## src/rtl/core/assert_macros.svh

```systemverilog
// Assertion helpers shared by the RTL.
// Both expect clk_i and rst_ni in the enclosing scope.
`ifndef ASSERT_MACROS_SVH
`define ASSERT_MACROS_SVH

// Condition that must hold at every clock edge outside reset.
`define RCRS_ASSERT_ALWAYS(name, cond, msg) \
  name: assert property (@(posedge clk_i) disable iff (!rst_ni) (cond)) \
    else $error(msg);

// Consequence that must hold in the cycle after the trigger.
`define RCRS_ASSERT_NEXT(name, trig, cons, msg) \
  name: assert property (@(posedge clk_i) disable iff (!rst_ni) (trig) |=> (cons)) \
    else $error(msg);

`endif

```

## src/rtl/core/rcrs_pkg.sv

```systemverilog
package rcrs_pkg;

  // Geometry limits and field widths
  localparam int MaxPanelDim = 4096;
  localparam int CoordW      = 16;
  localparam int DimW        = 12;
  localparam int RadW        = 11;
  localparam int AlphaW      = 8;

  // Square root datapath: radicand is r*r, root fits the radius width
  localparam int SqW        = 2 * RadW;
  localparam int SqrtStages = RadW;
  localparam int RemW       = RadW + 2;

  // Radius term floor(width / 20) as a multiply by a rounded-up reciprocal.
  // 20 * Recip exceeds 2^16 by 4, so the error stays below 1/20 for 12-bit widths.
  localparam int RadiusDivisor = 20;
  localparam int RecipShift    = 16;
  localparam int RadiusRecip   = ((1 << RecipShift) + RadiusDivisor - 1) / RadiusDivisor;
  localparam int RecipW        = 12;
  localparam int ProdW         = DimW + RecipW;
  localparam int QuotW         = ProdW - RecipShift;

  // Queue between front and back
  localparam int FqDepth = 4;
  localparam int FqPtrW  = $clog2(FqDepth);
  localparam int FqCntW  = $clog2(FqDepth + 1);

  // Result queue; its depth also bounds the requests in flight in the back end
  localparam int OutDepth = 32;
  localparam int OutPtrW  = $clog2(OutDepth);
  localparam int OutCntW  = $clog2(OutDepth + 1);

  // Configuration port
  localparam int CfgIdxW  = 3;
  localparam int CfgDataW = CoordW;

  typedef enum logic [CfgIdxW-1:0] {
    RegPanelLeft   = 3'd0,
    RegPanelTop    = 3'd1,
    RegPanelWidth  = 3'd2,
    RegPanelHeight = 3'd3,
    RegMinRadius   = 3'd4,
    RegDimAlpha    = 3'd5
  } cfg_reg_e;

  // Live configuration plus the derived corner radius
  typedef struct packed {
    logic [CoordW-1:0] panel_left;
    logic [CoordW-1:0] panel_top;
    logic [DimW-1:0]   panel_width;
    logic [DimW-1:0]   panel_height;
    logic [RadW-1:0]   radius;
    logic [AlphaW-1:0] dim_alpha;
  } cfg_t;

  // Classified row handed from front to back
  typedef struct packed {
    logic [CoordW-1:0] span_y;
    logic              band;
    logic [RadW-1:0]   dy;
  } fq_item_t;

  // Sideband riding along the square root pipeline
  typedef struct packed {
    logic [CoordW-1:0] span_y;
    logic              band;
  } sq_side_t;

  // Finished span
  typedef struct packed {
    logic [CoordW-1:0] span_x;
    logic [CoordW-1:0] span_y;
    logic [DimW-1:0]   span_width;
    logic [AlphaW-1:0] fill_alpha;
  } out_item_t;

  // Back end occupancy
  typedef struct packed {
    logic [OutCntW-1:0] credit;
    logic [OutCntW-1:0] out_count;
  } bk_status_t;

endpackage

```

## src/rtl/core/rounded_corner_row_span.sv

```systemverilog
// Row span generator for a rounded rectangle panel.
// Input channel: drive row_index_i with push_i; the request is taken at a clock
// edge where push_i is high and full_o is low. Rows at or past the panel height
// produce no result, nor do rows whose span comes out empty.
// Result channel: while empty_o is low the oldest span sits on span_x_o,
// span_y_o, span_width_o and fill_alpha_o; pop_i takes it at a clock edge.
// Configuration: cfg_we_i writes cfg_wdata_i into register cfg_idx_i
// (left, top, width, height, min radius, dim alpha); write only while idle.
// Path: front register, front queue, multiply and subtract stages, square root
// and result queue. Throughput: one request per cycle while not stalled, set by
// the 11-stage pipelined square root (one root bit per stage) and the multiply stage.
// Stalls: a pop_i held low fills the 32-entry result queue; the back end stops
// issuing once 32 requests are in flight or waiting, the 4-entry queue
// behind the front stage fills, and full_o rises.
// Reset: all queues empty, registers back to width 1, height 1, others 0.
`include "assert_macros.svh"

module rounded_corner_row_span (
  input  logic                                  clk_i,
  input  logic                                  rst_ni,
  input  logic                                  cfg_we_i,
  input  logic [rcrs_pkg::CfgIdxW-1:0]          cfg_idx_i,
  input  logic [rcrs_pkg::CfgDataW-1:0]         cfg_wdata_i,
  input  logic                                  push_i,
  output logic                                  full_o,
  input  logic [rcrs_pkg::DimW-1:0]             row_index_i,
  output logic                                  empty_o,
  input  logic                                  pop_i,
  output logic signed [rcrs_pkg::CoordW-1:0]    span_x_o,
  output logic signed [rcrs_pkg::CoordW-1:0]    span_y_o,
  output logic [rcrs_pkg::DimW-1:0]             span_width_o,
  output logic [rcrs_pkg::AlphaW-1:0]           fill_alpha_o
);

  logic [rcrs_pkg::CoordW-1:0]   left_q, top_q;
  logic [rcrs_pkg::DimW-1:0]     width_q, height_q;
  logic [rcrs_pkg::RadW-1:0]     min_radius_q, radius_q, radius_d;
  logic [rcrs_pkg::AlphaW-1:0]   alpha_q;
  logic [rcrs_pkg::ProdW-1:0]    width_prod;
  logic [rcrs_pkg::RadW-1:0]     width_term;

  rcrs_pkg::cfg_t                cfg;
  rcrs_pkg::fq_item_t            fq_din, fq_dout;
  logic                          fq_push, fq_full, fq_pop, fq_empty;
  rcrs_pkg::out_item_t           out_item;
  rcrs_pkg::bk_status_t          bk_status;

  // configuration registers
  always_ff @(posedge clk_i or negedge rst_ni) begin
    if (!rst_ni) begin
      left_q       <= '0;
      top_q        <= '0;
      width_q      <= rcrs_pkg::DimW'(1);
      height_q     <= rcrs_pkg::DimW'(1);
      min_radius_q <= '0;
      alpha_q      <= '0;
    end else if (cfg_we_i) begin
      case (cfg_idx_i)
        rcrs_pkg::RegPanelLeft:   left_q       <= cfg_wdata_i;
        rcrs_pkg::RegPanelTop:    top_q        <= cfg_wdata_i;
        rcrs_pkg::RegPanelWidth:  width_q      <= cfg_wdata_i[rcrs_pkg::DimW-1:0];
        rcrs_pkg::RegPanelHeight: height_q     <= cfg_wdata_i[rcrs_pkg::DimW-1:0];
        rcrs_pkg::RegMinRadius:   min_radius_q <= cfg_wdata_i[rcrs_pkg::RadW-1:0];
        rcrs_pkg::RegDimAlpha:    alpha_q      <= cfg_wdata_i[rcrs_pkg::AlphaW-1:0];
        default: ;
      endcase
    end
  end

  // corner radius: max(min radius, width / 20), kept in a register
  assign width_prod = rcrs_pkg::ProdW'(width_q) * rcrs_pkg::ProdW'(rcrs_pkg::RadiusRecip);
  assign width_term = rcrs_pkg::RadW'(width_prod[rcrs_pkg::ProdW-1:rcrs_pkg::RecipShift]);
  assign radius_d   = (min_radius_q > width_term) ? min_radius_q : width_term;

  always_ff @(posedge clk_i or negedge rst_ni) begin
    if (!rst_ni) begin
      radius_q <= '0;
    end else begin
      radius_q <= radius_d;
    end
  end

  always_comb begin
    cfg.panel_left   = left_q;
    cfg.panel_top    = top_q;
    cfg.panel_width  = width_q;
    cfg.panel_height = height_q;
    cfg.radius       = radius_q;
    cfg.dim_alpha    = alpha_q;
  end

  rcrs_front u_front (
    .clk_i       (clk_i),
    .rst_ni      (rst_ni),
    .cfg_i       (cfg),
    .push_i      (push_i),
    .row_index_i (row_index_i),
    .full_o      (full_o),
    .fq_push_o   (fq_push),
    .fq_item_o   (fq_din),
    .fq_full_i   (fq_full)
  );

  rcrs_queue u_queue (
    .clk_i   (clk_i),
    .rst_ni  (rst_ni),
    .push_i  (fq_push),
    .din_i   (fq_din),
    .full_o  (fq_full),
    .pop_i   (fq_pop),
    .dout_o  (fq_dout),
    .empty_o (fq_empty)
  );

  rcrs_back u_back (
    .clk_i      (clk_i),
    .rst_ni     (rst_ni),
    .cfg_i      (cfg),
    .fq_empty_i (fq_empty),
    .fq_item_i  (fq_dout),
    .fq_pop_o   (fq_pop),
    .pop_i      (pop_i),
    .empty_o    (empty_o),
    .out_item_o (out_item),
    .status_o   (bk_status)
  );

  assign span_x_o     = $signed(out_item.span_x);
  assign span_y_o     = $signed(out_item.span_y);
  assign span_width_o = out_item.span_width;
  assign fill_alpha_o = out_item.fill_alpha;

  // waiting results never exceed the credit taken for them
  `RCRS_ASSERT_ALWAYS(a_count_within_credit, bk_status.out_count <= bk_status.credit,
                      "result count exceeds credit")
  // credit never overruns the result queue
  `RCRS_ASSERT_ALWAYS(a_credit_bound,
                      bk_status.credit <= rcrs_pkg::OutCntW'(rcrs_pkg::OutDepth),
                      "credit overflow")
  // a presented span always covers at least one pixel
  `RCRS_ASSERT_ALWAYS(a_width_nonzero, empty_o || (span_width_o != '0),
                      "zero width span presented")
  // a popped result releases its credit unless a new request is issued
  `RCRS_ASSERT_NEXT(a_pop_frees_credit, pop_i && !empty_o && fq_empty,
                    bk_status.credit < $past(bk_status.credit), "pop did not release credit")

endmodule

```

## src/rtl/core/rcrs_queue.sv

```systemverilog
module rcrs_queue (
  input  logic               clk_i,
  input  logic               rst_ni,
  input  logic               push_i,
  input  rcrs_pkg::fq_item_t din_i,
  output logic               full_o,
  input  logic               pop_i,
  output rcrs_pkg::fq_item_t dout_o,
  output logic               empty_o
);

  rcrs_pkg::fq_item_t                    mem_q [rcrs_pkg::FqDepth];
  logic [rcrs_pkg::FqPtrW-1:0]           wr_ptr_q, wr_ptr_d;
  logic [rcrs_pkg::FqPtrW-1:0]           rd_ptr_q, rd_ptr_d;
  logic [rcrs_pkg::FqCntW-1:0]           count_q, count_d;
  logic                                  do_push, do_pop;

  assign full_o  = (count_q == rcrs_pkg::FqCntW'(rcrs_pkg::FqDepth));
  assign empty_o = (count_q == '0);
  assign dout_o  = mem_q[rd_ptr_q];
  assign do_push = push_i & ~full_o;
  assign do_pop  = pop_i & ~empty_o;

  // pointer and fill count update
  always_comb begin
    wr_ptr_d = wr_ptr_q;
    rd_ptr_d = rd_ptr_q;
    count_d  = count_q;
    if (do_push) begin
      wr_ptr_d = wr_ptr_q + 1'b1;
    end
    if (do_pop) begin
      rd_ptr_d = rd_ptr_q + 1'b1;
    end
    case ({do_push, do_pop})
      2'b10:   count_d = count_q + 1'b1;
      2'b01:   count_d = count_q - 1'b1;
      default: count_d = count_q;
    endcase
  end

  always_ff @(posedge clk_i or negedge rst_ni) begin
    if (!rst_ni) begin
      wr_ptr_q <= '0;
      rd_ptr_q <= '0;
      count_q  <= '0;
    end else begin
      wr_ptr_q <= wr_ptr_d;
      rd_ptr_q <= rd_ptr_d;
      count_q  <= count_d;
    end
  end

  // storage
  always_ff @(posedge clk_i) begin
    if (do_push) begin
      mem_q[wr_ptr_q] <= din_i;
    end
  end

endmodule

```

## src/rtl/core/rcrs_front.sv

```systemverilog
module rcrs_front (
  input  logic                          clk_i,
  input  logic                          rst_ni,
  input  rcrs_pkg::cfg_t                cfg_i,
  input  logic                          push_i,
  input  logic [rcrs_pkg::DimW-1:0]     row_index_i,
  output logic                          full_o,
  output logic                          fq_push_o,
  output rcrs_pkg::fq_item_t            fq_item_o,
  input  logic                          fq_full_i
);

  logic                          valid_q, valid_d;
  logic [rcrs_pkg::DimW-1:0]     row_q;
  logic                          in_panel, in_top, in_bottom;
  logic [rcrs_pkg::RadW-1:0]     dy_top, dy_bottom;
  logic [rcrs_pkg::DimW:0]       row_plus_r;

  // row classification against panel height and the corner bands
  assign in_panel   = (row_q < cfg_i.panel_height) &&
                      (32'(row_q) < 32'(rcrs_pkg::MaxPanelDim));
  assign in_top     = (row_q < rcrs_pkg::DimW'(cfg_i.radius));
  assign row_plus_r = (rcrs_pkg::DimW+1)'(row_q) + (rcrs_pkg::DimW+1)'(cfg_i.radius);
  assign in_bottom  = (row_plus_r >= (rcrs_pkg::DimW+1)'(cfg_i.panel_height));

  // distance from the nearest corner centre row; top band wins on overlap
  assign dy_top    = rcrs_pkg::RadW'(rcrs_pkg::DimW'(cfg_i.radius) - row_q);
  assign dy_bottom = rcrs_pkg::RadW'(row_plus_r - (rcrs_pkg::DimW+1)'(cfg_i.panel_height));

  always_comb begin
    fq_item_o.span_y = cfg_i.panel_top + rcrs_pkg::CoordW'(row_q);
    fq_item_o.band   = in_top | in_bottom;
    if (in_top) begin
      fq_item_o.dy = dy_top;
    end else if (in_bottom) begin
      fq_item_o.dy = dy_bottom;
    end else begin
      fq_item_o.dy = '0;
    end
  end

  // rows outside the panel are dropped here
  assign fq_push_o = valid_q & in_panel & ~fq_full_i;
  assign full_o    = valid_q & in_panel & fq_full_i;

  always_comb begin
    valid_d = valid_q;
    if (push_i && !full_o) begin
      valid_d = 1'b1;
    end else if (!full_o) begin
      valid_d = 1'b0;
    end
  end

  always_ff @(posedge clk_i or negedge rst_ni) begin
    if (!rst_ni) begin
      valid_q <= 1'b0;
    end else begin
      valid_q <= valid_d;
    end
  end

  always_ff @(posedge clk_i) begin
    if (push_i && !full_o) begin
      row_q <= row_index_i;
    end
  end

endmodule

```

## src/rtl/core/rcrs_sqrt.sv

```systemverilog
module rcrs_sqrt (
  input  logic                        clk_i,
  input  logic                        rst_ni,
  input  logic                        valid_i,
  input  logic [rcrs_pkg::SqW-1:0]    rad_i,
  input  rcrs_pkg::sq_side_t          side_i,
  output logic                        valid_o,
  output logic [rcrs_pkg::RadW-1:0]   root_o,
  output rcrs_pkg::sq_side_t          side_o
);

  localparam int N = rcrs_pkg::SqrtStages;

  // element 0 is the input, element i+1 the register after stage i
  logic                         st_valid [N+1];
  logic [rcrs_pkg::SqW-1:0]     st_rad   [N+1];
  logic [rcrs_pkg::RemW-1:0]    st_rem   [N+1];
  logic [rcrs_pkg::RadW-1:0]    st_root  [N+1];
  rcrs_pkg::sq_side_t           st_side  [N+1];

  assign st_valid[0] = valid_i;
  assign st_rad[0]   = rad_i;
  assign st_rem[0]   = '0;
  assign st_root[0]  = '0;
  assign st_side[0]  = side_i;

  // one root bit per stage, restoring digit recurrence
  for (genvar i = 0; i < N; i++) begin : g_stage
    logic [rcrs_pkg::RemW+1:0] rem2, trial;
    logic                      fits;

    assign rem2  = {st_rem[i], st_rad[i][rcrs_pkg::SqW-1 -: 2]};
    assign trial = (rcrs_pkg::RemW+2)'({st_root[i], 2'b01});
    assign fits  = (rem2 >= trial);

    always_ff @(posedge clk_i or negedge rst_ni) begin
      if (!rst_ni) begin
        st_valid[i+1] <= 1'b0;
      end else begin
        st_valid[i+1] <= st_valid[i];
      end
    end

    always_ff @(posedge clk_i) begin
      st_rad[i+1]  <= st_rad[i] << 2;
      st_rem[i+1]  <= fits ? rcrs_pkg::RemW'(rem2 - trial) : rcrs_pkg::RemW'(rem2);
      st_root[i+1] <= {st_root[i][rcrs_pkg::RadW-2:0], fits};
      st_side[i+1] <= st_side[i];
    end
  end

  assign valid_o = st_valid[N];
  assign root_o  = st_root[N];
  assign side_o  = st_side[N];

endmodule

```

## src/rtl/core/rcrs_back.sv

```systemverilog
module rcrs_back (
  input  logic                            clk_i,
  input  logic                            rst_ni,
  input  rcrs_pkg::cfg_t                  cfg_i,
  input  logic                            fq_empty_i,
  input  rcrs_pkg::fq_item_t              fq_item_i,
  output logic                            fq_pop_o,
  input  logic                            pop_i,
  output logic                            empty_o,
  output rcrs_pkg::out_item_t             out_item_o,
  output rcrs_pkg::bk_status_t            status_o
);

  // requests in flight plus results waiting, bounded by the result queue depth
  logic [rcrs_pkg::OutCntW-1:0] credit_q, credit_d;
  logic                         issue;

  // multiply stage
  logic                         m_valid_q;
  logic [rcrs_pkg::SqW-1:0]     m_rsq_q, m_dysq_q;
  rcrs_pkg::sq_side_t           m_side_q;

  // subtract stage
  logic                         a_valid_q;
  logic [rcrs_pkg::SqW-1:0]     a_arg_q;
  rcrs_pkg::sq_side_t           a_side_q;

  // square root output
  logic                         s_valid;
  logic [rcrs_pkg::RadW-1:0]    s_root;
  rcrs_pkg::sq_side_t           s_side;

  // span stage
  logic [rcrs_pkg::RadW-1:0]    x0;
  logic [rcrs_pkg::DimW+1:0]    diff;
  logic                         nonempty, wr_en, drop;
  rcrs_pkg::out_item_t          wr_item;

  // result queue
  rcrs_pkg::out_item_t          out_mem_q [rcrs_pkg::OutDepth];
  logic [rcrs_pkg::OutPtrW-1:0] wr_ptr_q, rd_ptr_q;
  logic [rcrs_pkg::OutCntW-1:0] out_cnt_q, out_cnt_d;
  logic                         do_pop;

  assign issue    = ~fq_empty_i & (credit_q < rcrs_pkg::OutCntW'(rcrs_pkg::OutDepth));
  assign fq_pop_o = issue;

  // r*r and dy*dy, then r*r - dy*dy
  always_ff @(posedge clk_i or negedge rst_ni) begin
    if (!rst_ni) begin
      m_valid_q <= 1'b0;
      a_valid_q <= 1'b0;
    end else begin
      m_valid_q <= issue;
      a_valid_q <= m_valid_q;
    end
  end

  always_ff @(posedge clk_i) begin
    m_rsq_q         <= rcrs_pkg::SqW'(cfg_i.radius) * rcrs_pkg::SqW'(cfg_i.radius);
    m_dysq_q        <= rcrs_pkg::SqW'(fq_item_i.dy) * rcrs_pkg::SqW'(fq_item_i.dy);
    m_side_q.span_y <= fq_item_i.span_y;
    m_side_q.band   <= fq_item_i.band;
    a_arg_q         <= m_rsq_q - m_dysq_q;
    a_side_q        <= m_side_q;
  end

  rcrs_sqrt u_sqrt (
    .clk_i   (clk_i),
    .rst_ni  (rst_ni),
    .valid_i (a_valid_q),
    .rad_i   (a_arg_q),
    .side_i  (a_side_q),
    .valid_o (s_valid),
    .root_o  (s_root),
    .side_o  (s_side)
  );

  // inset and width; empty spans are dropped
  assign x0       = s_side.band ? (cfg_i.radius - s_root) : '0;
  assign diff     = (rcrs_pkg::DimW+2)'(cfg_i.panel_width) - (rcrs_pkg::DimW+2)'({x0, 1'b0});
  assign nonempty = ~diff[rcrs_pkg::DimW+1] & (diff != '0);
  assign wr_en    = s_valid & nonempty;
  assign drop     = s_valid & ~nonempty;

  always_comb begin
    wr_item.span_x     = cfg_i.panel_left + rcrs_pkg::CoordW'(x0);
    wr_item.span_y     = s_side.span_y;
    wr_item.span_width = diff[rcrs_pkg::DimW-1:0];
    wr_item.fill_alpha = cfg_i.dim_alpha;
  end

  // result queue
  assign empty_o    = (out_cnt_q == '0);
  assign do_pop     = pop_i & ~empty_o;
  assign out_item_o = out_mem_q[rd_ptr_q];

  // a pop and a drop in the same cycle each give back one credit
  always_comb begin
    case ({wr_en, do_pop})
      2'b10:   out_cnt_d = out_cnt_q + 1'b1;
      2'b01:   out_cnt_d = out_cnt_q - 1'b1;
      default: out_cnt_d = out_cnt_q;
    endcase
    credit_d = credit_q + rcrs_pkg::OutCntW'(issue) - rcrs_pkg::OutCntW'(do_pop)
               - rcrs_pkg::OutCntW'(drop);
  end

  always_ff @(posedge clk_i or negedge rst_ni) begin
    if (!rst_ni) begin
      wr_ptr_q  <= '0;
      rd_ptr_q  <= '0;
      out_cnt_q <= '0;
      credit_q  <= '0;
    end else begin
      if (wr_en) begin
        wr_ptr_q <= wr_ptr_q + 1'b1;
      end
      if (do_pop) begin
        rd_ptr_q <= rd_ptr_q + 1'b1;
      end
      out_cnt_q <= out_cnt_d;
      credit_q  <= credit_d;
    end
  end

  always_ff @(posedge clk_i) begin
    if (wr_en) begin
      out_mem_q[wr_ptr_q] <= wr_item;
    end
  end

  assign status_o.credit    = credit_q;
  assign status_o.out_count = out_cnt_q;

endmodule

```

## config.mk

```make
export PLATFORM = sky130hd
export DESIGN_NAME = rounded_corner_row_span
export DESIGN_NICKNAME = d
export VERILOG_FILES = /design/src/rtl/core/rcrs_pkg.sv /design/src/rtl/core/rounded_corner_row_span.sv /design/src/rtl/core/rcrs_queue.sv /design/src/rtl/core/rcrs_front.sv /design/src/rtl/core/rcrs_sqrt.sv /design/src/rtl/core/rcrs_back.sv
export VERILOG_INCLUDE_DIRS = /design/src /design/src/rtl/core
export SDC_FILE = /design/constraint.sdc
export NUM_CORES = 2
export LEC_CHECK = 0
export ABC_AREA = 1
export BUFFER_PORTS_ARGS = -buffer_cell sky130_fd_sc_hd__buf_2
export CORE_ASPECT_RATIO = 1.2
export CORE_MARGIN = 2
export CORE_UTILIZATION = 30
export DETAILED_ROUTE_END_ITERATION = 6
export GPL_TIMING_DRIVEN = 1
export HOLD_SLACK_MARGIN = 0.06
export RECOVER_POWER = 25
export SKIP_CTS_REPAIR_TIMING = 1
export SLEW_MARGIN = 20
export SYNTH_ARGS = -nofsm -noshare
export SYNTH_HDL_FRONTEND = slang
export SYNTH_HIERARCHICAL = 1
export SYNTH_SLANG_ARGS = --single-unit
```

## constraint.sdc

```tcl
create_clock -name clk_i -period 8.5 [get_ports clk_i]
set_clock_uncertainty 0.15 [all_clocks]
set_input_delay 1.7 -clock clk_i [delete_from_list [all_inputs] [get_ports clk_i]]
set_output_delay 1.7 -clock clk_i [all_outputs]
set_load 0.01 [all_outputs]
```

Word level (Yosys, flattened, before mapping)
Memory sizes are Yosys's and may differ from the RTL's. Index checks and enable logic that the tools add are counted.

Bits in registers: 724. Latch bits: 0. ROM bits: 0. Bits of input ports: 36. Memories: 2. Logic and storage cells: 203. Output and inout bits: 54. RAM bits: 1776.

$mul: 3. Multiplexer cells: 22. $add $sub $neg: 29. Reduce and logical (&&, ||, !) cells: 14. Shift operators: 0. $lt $le $gt $ge: 16. Divide/modulo/power cells: 0. Eq/ne operators: 11. Bitwise logic cells: 16.

Memory list: u_back.out_mem_q (depth 32, width 52, rd ports 1, clocked after Yosys merged registers in 0, write ports 1, RTL line rcrs_back.sv:40) `rcrs_pkg::out_item_t out_mem_q [rcrs_pkg::OutDepth];`; u_queue.mem_q (depth 4, width 28, rd ports 1, clocked after Yosys merged registers in 0, write ports 1, RTL line rcrs_queue.sv:12) `rcrs_pkg::fq_item_t mem_q [rcrs_pkg::FqDepth];`.

Operator list (number): two-way mux 13 bit (9); multiplier 11 x 11 -> 22 bit (2); two-way mux 11 bit (4); subtractor 11 bit (3); multiplier 12 x 12 -> 24 bit, second input constant (1); subtractor 22 bit (1); adder 16 x 11 -> 16 bit (1); adder 16 x 12 -> 16 bit (1); >= comparator 15 x 10 -> 1 bit (1); >= comparator 15 x 11 -> 1 bit (1); >= comparator 15 x 12 -> 1 bit (1); >= comparator 15 x 3 -> 1 bit (1); >= comparator 15 x 4 -> 1 bit (1); >= comparator 15 x 5 -> 1 bit (1); >= comparator 15 x 6 -> 1 bit (1); >= comparator 15 x 7 -> 1 bit (1); >= comparator 15 x 8 -> 1 bit (1); >= comparator 15 x 9 -> 1 bit (1); nonzero test 14 bit (1); adder 12 x 11 -> 13 bit (1); >= comparator 13 x 12 -> 1 bit (1); subtractor 12 x 12 -> 13 bit (1); subtractor 13 x 10 -> 13 bit (1); subtractor 13 x 11 -> 13 bit (1); other kinds (40) (73).

Longest topological paths before layout
Depth in word-level cells: 8. Depth in mapped cells: 33. Depth with buffers taken out: 33.

Modules after synthesis
Netlist, hierarchy kept.

By module, submodules not included: rcrs_back (cells an instance 6329, seq. area each 52530.4 um^2, area an instance 77595.7 um^2, instances 1); rcrs_sqrt (cells an instance 1835, seq. area each 9884.5 um^2, area an instance 16542.1 um^2, instances 1); rounded_corner_row_span (cells an instance 709, seq. area each 2154.6 um^2, area an instance 6211.0 um^2, instances 1); rcrs_queue (cells an instance 388, seq. area each 3538.4 um^2, area an instance 4902.2 um^2, instances 1); rcrs_front (cells an instance 525, seq. area each 385.4 um^2, area an instance 3460.8 um^2, instances 1).

Least setup slack after synthesis
OpenSTA, ideal clock, no wires.

Path kind: register to register. Start: register radius_q[0] (netlist name). End: memory u_back/out_mem_q[14][0] (netlist name) (enable). Data required time: 7.888 ns. Cell stages (with the launch flop): 22. Library setup time: 0.462 ns. Path buffers: 1. Clock period less this slack: 6.314 ns. Path slack: 2.186 ns. Arrival time: 5.702 ns. Cell sequence: dfrtp_1 > inv_1 > ha_1 > inv_1 > fa_1 > a211oi_1 > o21ai_0 > and2_1 > nor2_1 > inv_1 > ha_1 > nand2_1 > nor2_1 > nand3_1 > nand3_1 > nand2_1 > nand2_1 > nor2_2 > nand3_4 > nand3_4 > buf_2 > nor2_1.

Longest elaborated chain between the ends: 8. Elaborated cells between the ends (all ways): 9. Those cells by class: add/sub (2); mux (3); bitwise (3); reduce/logical (1).

RTL lines: from (decl) (RTL line rounded_corner_row_span.sv:37) `logic [rcrs_pkg::RadW-1:0] min_radius_q, radius_q, radius_d;`; from (signal assigned) (RTL line rounded_corner_row_span.sv:79) `radius_q <= radius_d;`; subtractor 11 bit (RTL line rcrs_back.sv:80) `assign x0 = s_side.band ? (cfg_i.radius - s_root) : '0;`; two-way mux 11 bit (RTL line rcrs_back.sv:80); subtractor 12 x 12 -> 13 bit (RTL line rcrs_back.sv:81) `assign diff = (rcrs_pkg::DimW+2)'(cfg_i.panel_width) - (rcrs_pkg::DimW+2)'({x0, 1'b0});`; named net u_back.diff (one bit) (RTL line rcrs_back.sv:35) `logic [rcrs_pkg::DimW+1:0] diff;`; nonzero test 14 bit (RTL line rcrs_back.sv:82) `assign nonempty = ~diff[rcrs_pkg::DimW+1] & (diff != '0);`; bitwise AND 1 bit (RTL line rcrs_back.sv:82); bitwise AND 1 bit (RTL line rcrs_back.sv:83) `assign wr_en = s_valid & nonempty;`; two-way mux 1 bit (RTL line rcrs_back.sv:128) `if (wr_en) begin`; two-way mux 1 bit (not written as such) (RTL line rcrs_back.sv:129) `out_mem_q[wr_ptr_q] <= wr_item;`; to (decl) (RTL line rcrs_back.sv:40).

The timed path passes the listed nets, and every way through them passes these cells.

Worst setup path after layout
Start: register radius_q[0] (netlist name). End: memory u_back/out_mem_q[1][24] (netlist name) (enable).

The elaborated chain is that of the path after synthesis.

==> out/metrics.cfg <==
[clocking]
htree_levels=5
cts_root_buf=clkbuf_16
cts.sinks=2495
cts.clk_slew.worst_paths_ps=60
clockBufferDepth=4
cts_buffers=272
clock_latency_ps=860
cts_tree=done

[min_path]
hp-class=reg2reg

[cells_and_area]
layout-drive-gt1-share_pct=7.653
final_common_cell=edfxtp_1
layout_common_cells=1,788 x edfxtp_1, 1,476 x nand2_1, 1,072 x nor2_1, 1,019 x o21ai_0, 995 x inv_1
nets=10417
synthToLayoutAreaGrowth_pct=13.30

[worst_setup_path]
critical_path_class=reg2reg
startpoint_type=flop
critPathArrivalTime_ps=7230
cp_num_buf_inv=4
critPathMaxStageDelay_ps=1130
cp_top_family=simple AND/OR/NAND/NOR gates
end_kind=flop
crit_fanout=33
crit_top_cell=inv_1
cp.required_ps=8850
path_cells=inv_1 -> ha_1 -> inv_1 -> fa_1 -> a211oi_1 -> o21ai_0 -> and2_1 -> nor2_1 -> inv_1 -> ha_1 -> nand2_1 -> nor2_2 -> nand3_1 -> nand3_1 -> nand2_1 -> nand2_2 -> nor2_4 -> nand3_4 -> nand3_4 -> nor2_4 -> buf_4
crit_slowest_cell=nor2_4

[drt]
wl_met3_mm=18.30
drtPass1Iterations=6
highest_layer=met5
drt-met1-wl_mm=117.1
vias_per_cell=4.830
wl_mm=277.6
wl_per_cell_um=18.79
drtAntennaViolNets=0
vias=71335
wl_met2_mm=133.8
drt-initial-drc-count=6615
drc_errors=0

[sta]
max-slew-margin-rel_pct=-6.162
hold_violations=0
fin_setup_tns_ps=0
setup_viol=0
fmax_mhz=145.4
min_period_over_period_pct=80.91
drv_slew=33
tightest_slew_ps=1592
rsz0062_at_grt=false
layout_min_cycle_time_ps=6877

[run]
drv_cap=1

[die]
io_pins=90
fp.dieW_um=553.5
rows=242
start_util_pct=30.09
core_area_um2=361200
dieArea_um2=367200
fp.dieH_um=663.4

[placed_design]
place.gp.congestion=0.8577
port_buffers=89
dp_hpwl_mm=162.9

[logic_synthesis]
synth_seq_cells=2495
syn_area_per_cell_um2=11.11
synthArstFlopShare_pct=5.170
synth_edf_count=1788
ys.warnings.count=6
synth_flop_cell=edfxtp_1
synth_cells=9786
synth_area_um2=108700
syn_nets=10410
ys_types=64
synth-seq-area-share_pct=63.00

[global_route]
antenna_found_initial=17
grt_overflow=0
grt_max_degree=209
groute.usage.overall_pct=14.65
grt_pass1_vias=68941
grt_pass1_wl_mm=419.1

[status]
status=complete, but fails checks
violations=capacitance limit, slew limit

[final cells by class]
type	instances	area, um^2
clock inverters	132	1318
diodes	3	7.507
multi-input cells	5818	34570
inverters	1023	3875
flip-flops and latches	2495	68510
fillers	35858	238100
clock buffers	358	7538
repair buffers	183	1393
well taps	4758	5953
[worst paths after layout]
path / from / to / slack, ps / cells after the start
worst max register to register: radius_q[0]$_DFF_PN0_ / u_back/out_mem_q[1][24]$_DFFE_PP_ / 1620 / 21
worst min register to register: u_back/u_sqrt/st_side[64]$_DFF_P_ / u_back/u_sqrt/st_side[47]$_DFF_P_ / 110 / 0
worst max-delay path: radius_q[0]$_DFF_PN0_ / u_back/out_mem_q[1][24]$_DFFE_PP_ / 1620 / 21
worst min-delay path: u_back/u_sqrt/st_side[64]$_DFF_P_ / u_back/u_sqrt/st_side[47]$_DFF_P_ / 110 / 0
min in group asynchronous: rst_ni / u_back/rd_ptr_q[4]$_DFFE_PN0P_ / 750 / 1
max in group asynchronous: rst_ni / height_q[10]$_DFFE_PN0P_ / 6220 / 2
[metal layers]
metal	GRT usage, %	vias to the layer above
met5	0	-
met4	4.686	2
met3	2.171	451
met2	24.75	2152
met1	19.23	34973
li1	-	33757
[per-stage QoR]
stage / instances / util, % / hold WS, ps / area (um^2) / worst slack [ps]
after floorplan: 9786 / - / 159.6 / 108700 / 2186
after global placement: 14270 / 31.59 / 159.9 / 114100 / 1549
after detailed placement: 14270 / 31.59 / 162.1 / 114100 / 1486
after CTS: 14760 / 34.05 / 114.1 / 123000 / 1499
after global routing: 14768 / 34.09 / 121.0 / 123200 / 1150
final: 14770 / 34.10 / 105.6 / 123200 / 1623
[synth_stat cells, drive strengths merged, types with 2 or more instances]
cell type  instances  area [um^2]
edfxtp          1788        53690
nand2           1512         5778
nor2            1128         4452
o21ai           1087         5466
inv             1019         3827
dfxtp            578        11570
ha               413         5167
nand3            360         1904
clkbuf           292         1097
o22ai            253         1583
a21oi            204         1089
fa               175         3503
o221ai           164         1436
buf              158         1022
dfrtp            127         3178
nand4            107        669.4
xor2             107        937.2
o211ai           105        788.3
xnor2             52        455.4
nor3              41        241.5
nand3b            18        135.1
a21o              16        120.1
nor4              11        68.82
o21bai            11        82.58
or2                9        56.30
and2               8        50.05
a31oi              7        43.79
a21boi             6        45.04
o21a               6        45.04
clkinv             4        15.01
a211oi             3        22.52
o31ai              3        22.52
a22oi              2        15.01
dfstp              2        52.55
mux2               2        22.52
[flip-flops by register name (all words and copies together), names as in the netlist, 11 cells and up]
signal                       cells
top_q                           16
width_q                         12
radius_q                        11
u_back/out_mem_q              1664
u_back/u_sqrt/g_stage.trial     55
u_front/row_q                   12
u_back/u_sqrt/st_rad            90
u_back/m_side_q                 17
min_radius_q                    11
u_back/a_side_q                 17
u_back/u_sqrt/root_o            11
u_back/u_sqrt/st_side          170
u_back/u_sqrt/side_o            17
height_q                        12
left_q                          16
u_queue/mem_q                  112
u_back/m_dysq_q                 21
u_back/m_rsq_q                  21
u_back/u_sqrt/g_stage.rem2     137
u_back/a_arg_q                  22
[logic make-up after synthesis]
family	share of synthesized area, %
AOI/OAI and AO/OA	9.921
xor gates and xnor gates	1.281
adders and majority gates	7.976
buffers and inverters	5.484
DFF	63.00
muxes	0.02072
other	0.003449
and+or+nand+nor	12.31
Power is not shown: default switching activity piles up to over one toggle a cycle in this logic, so the estimate is an artifact.
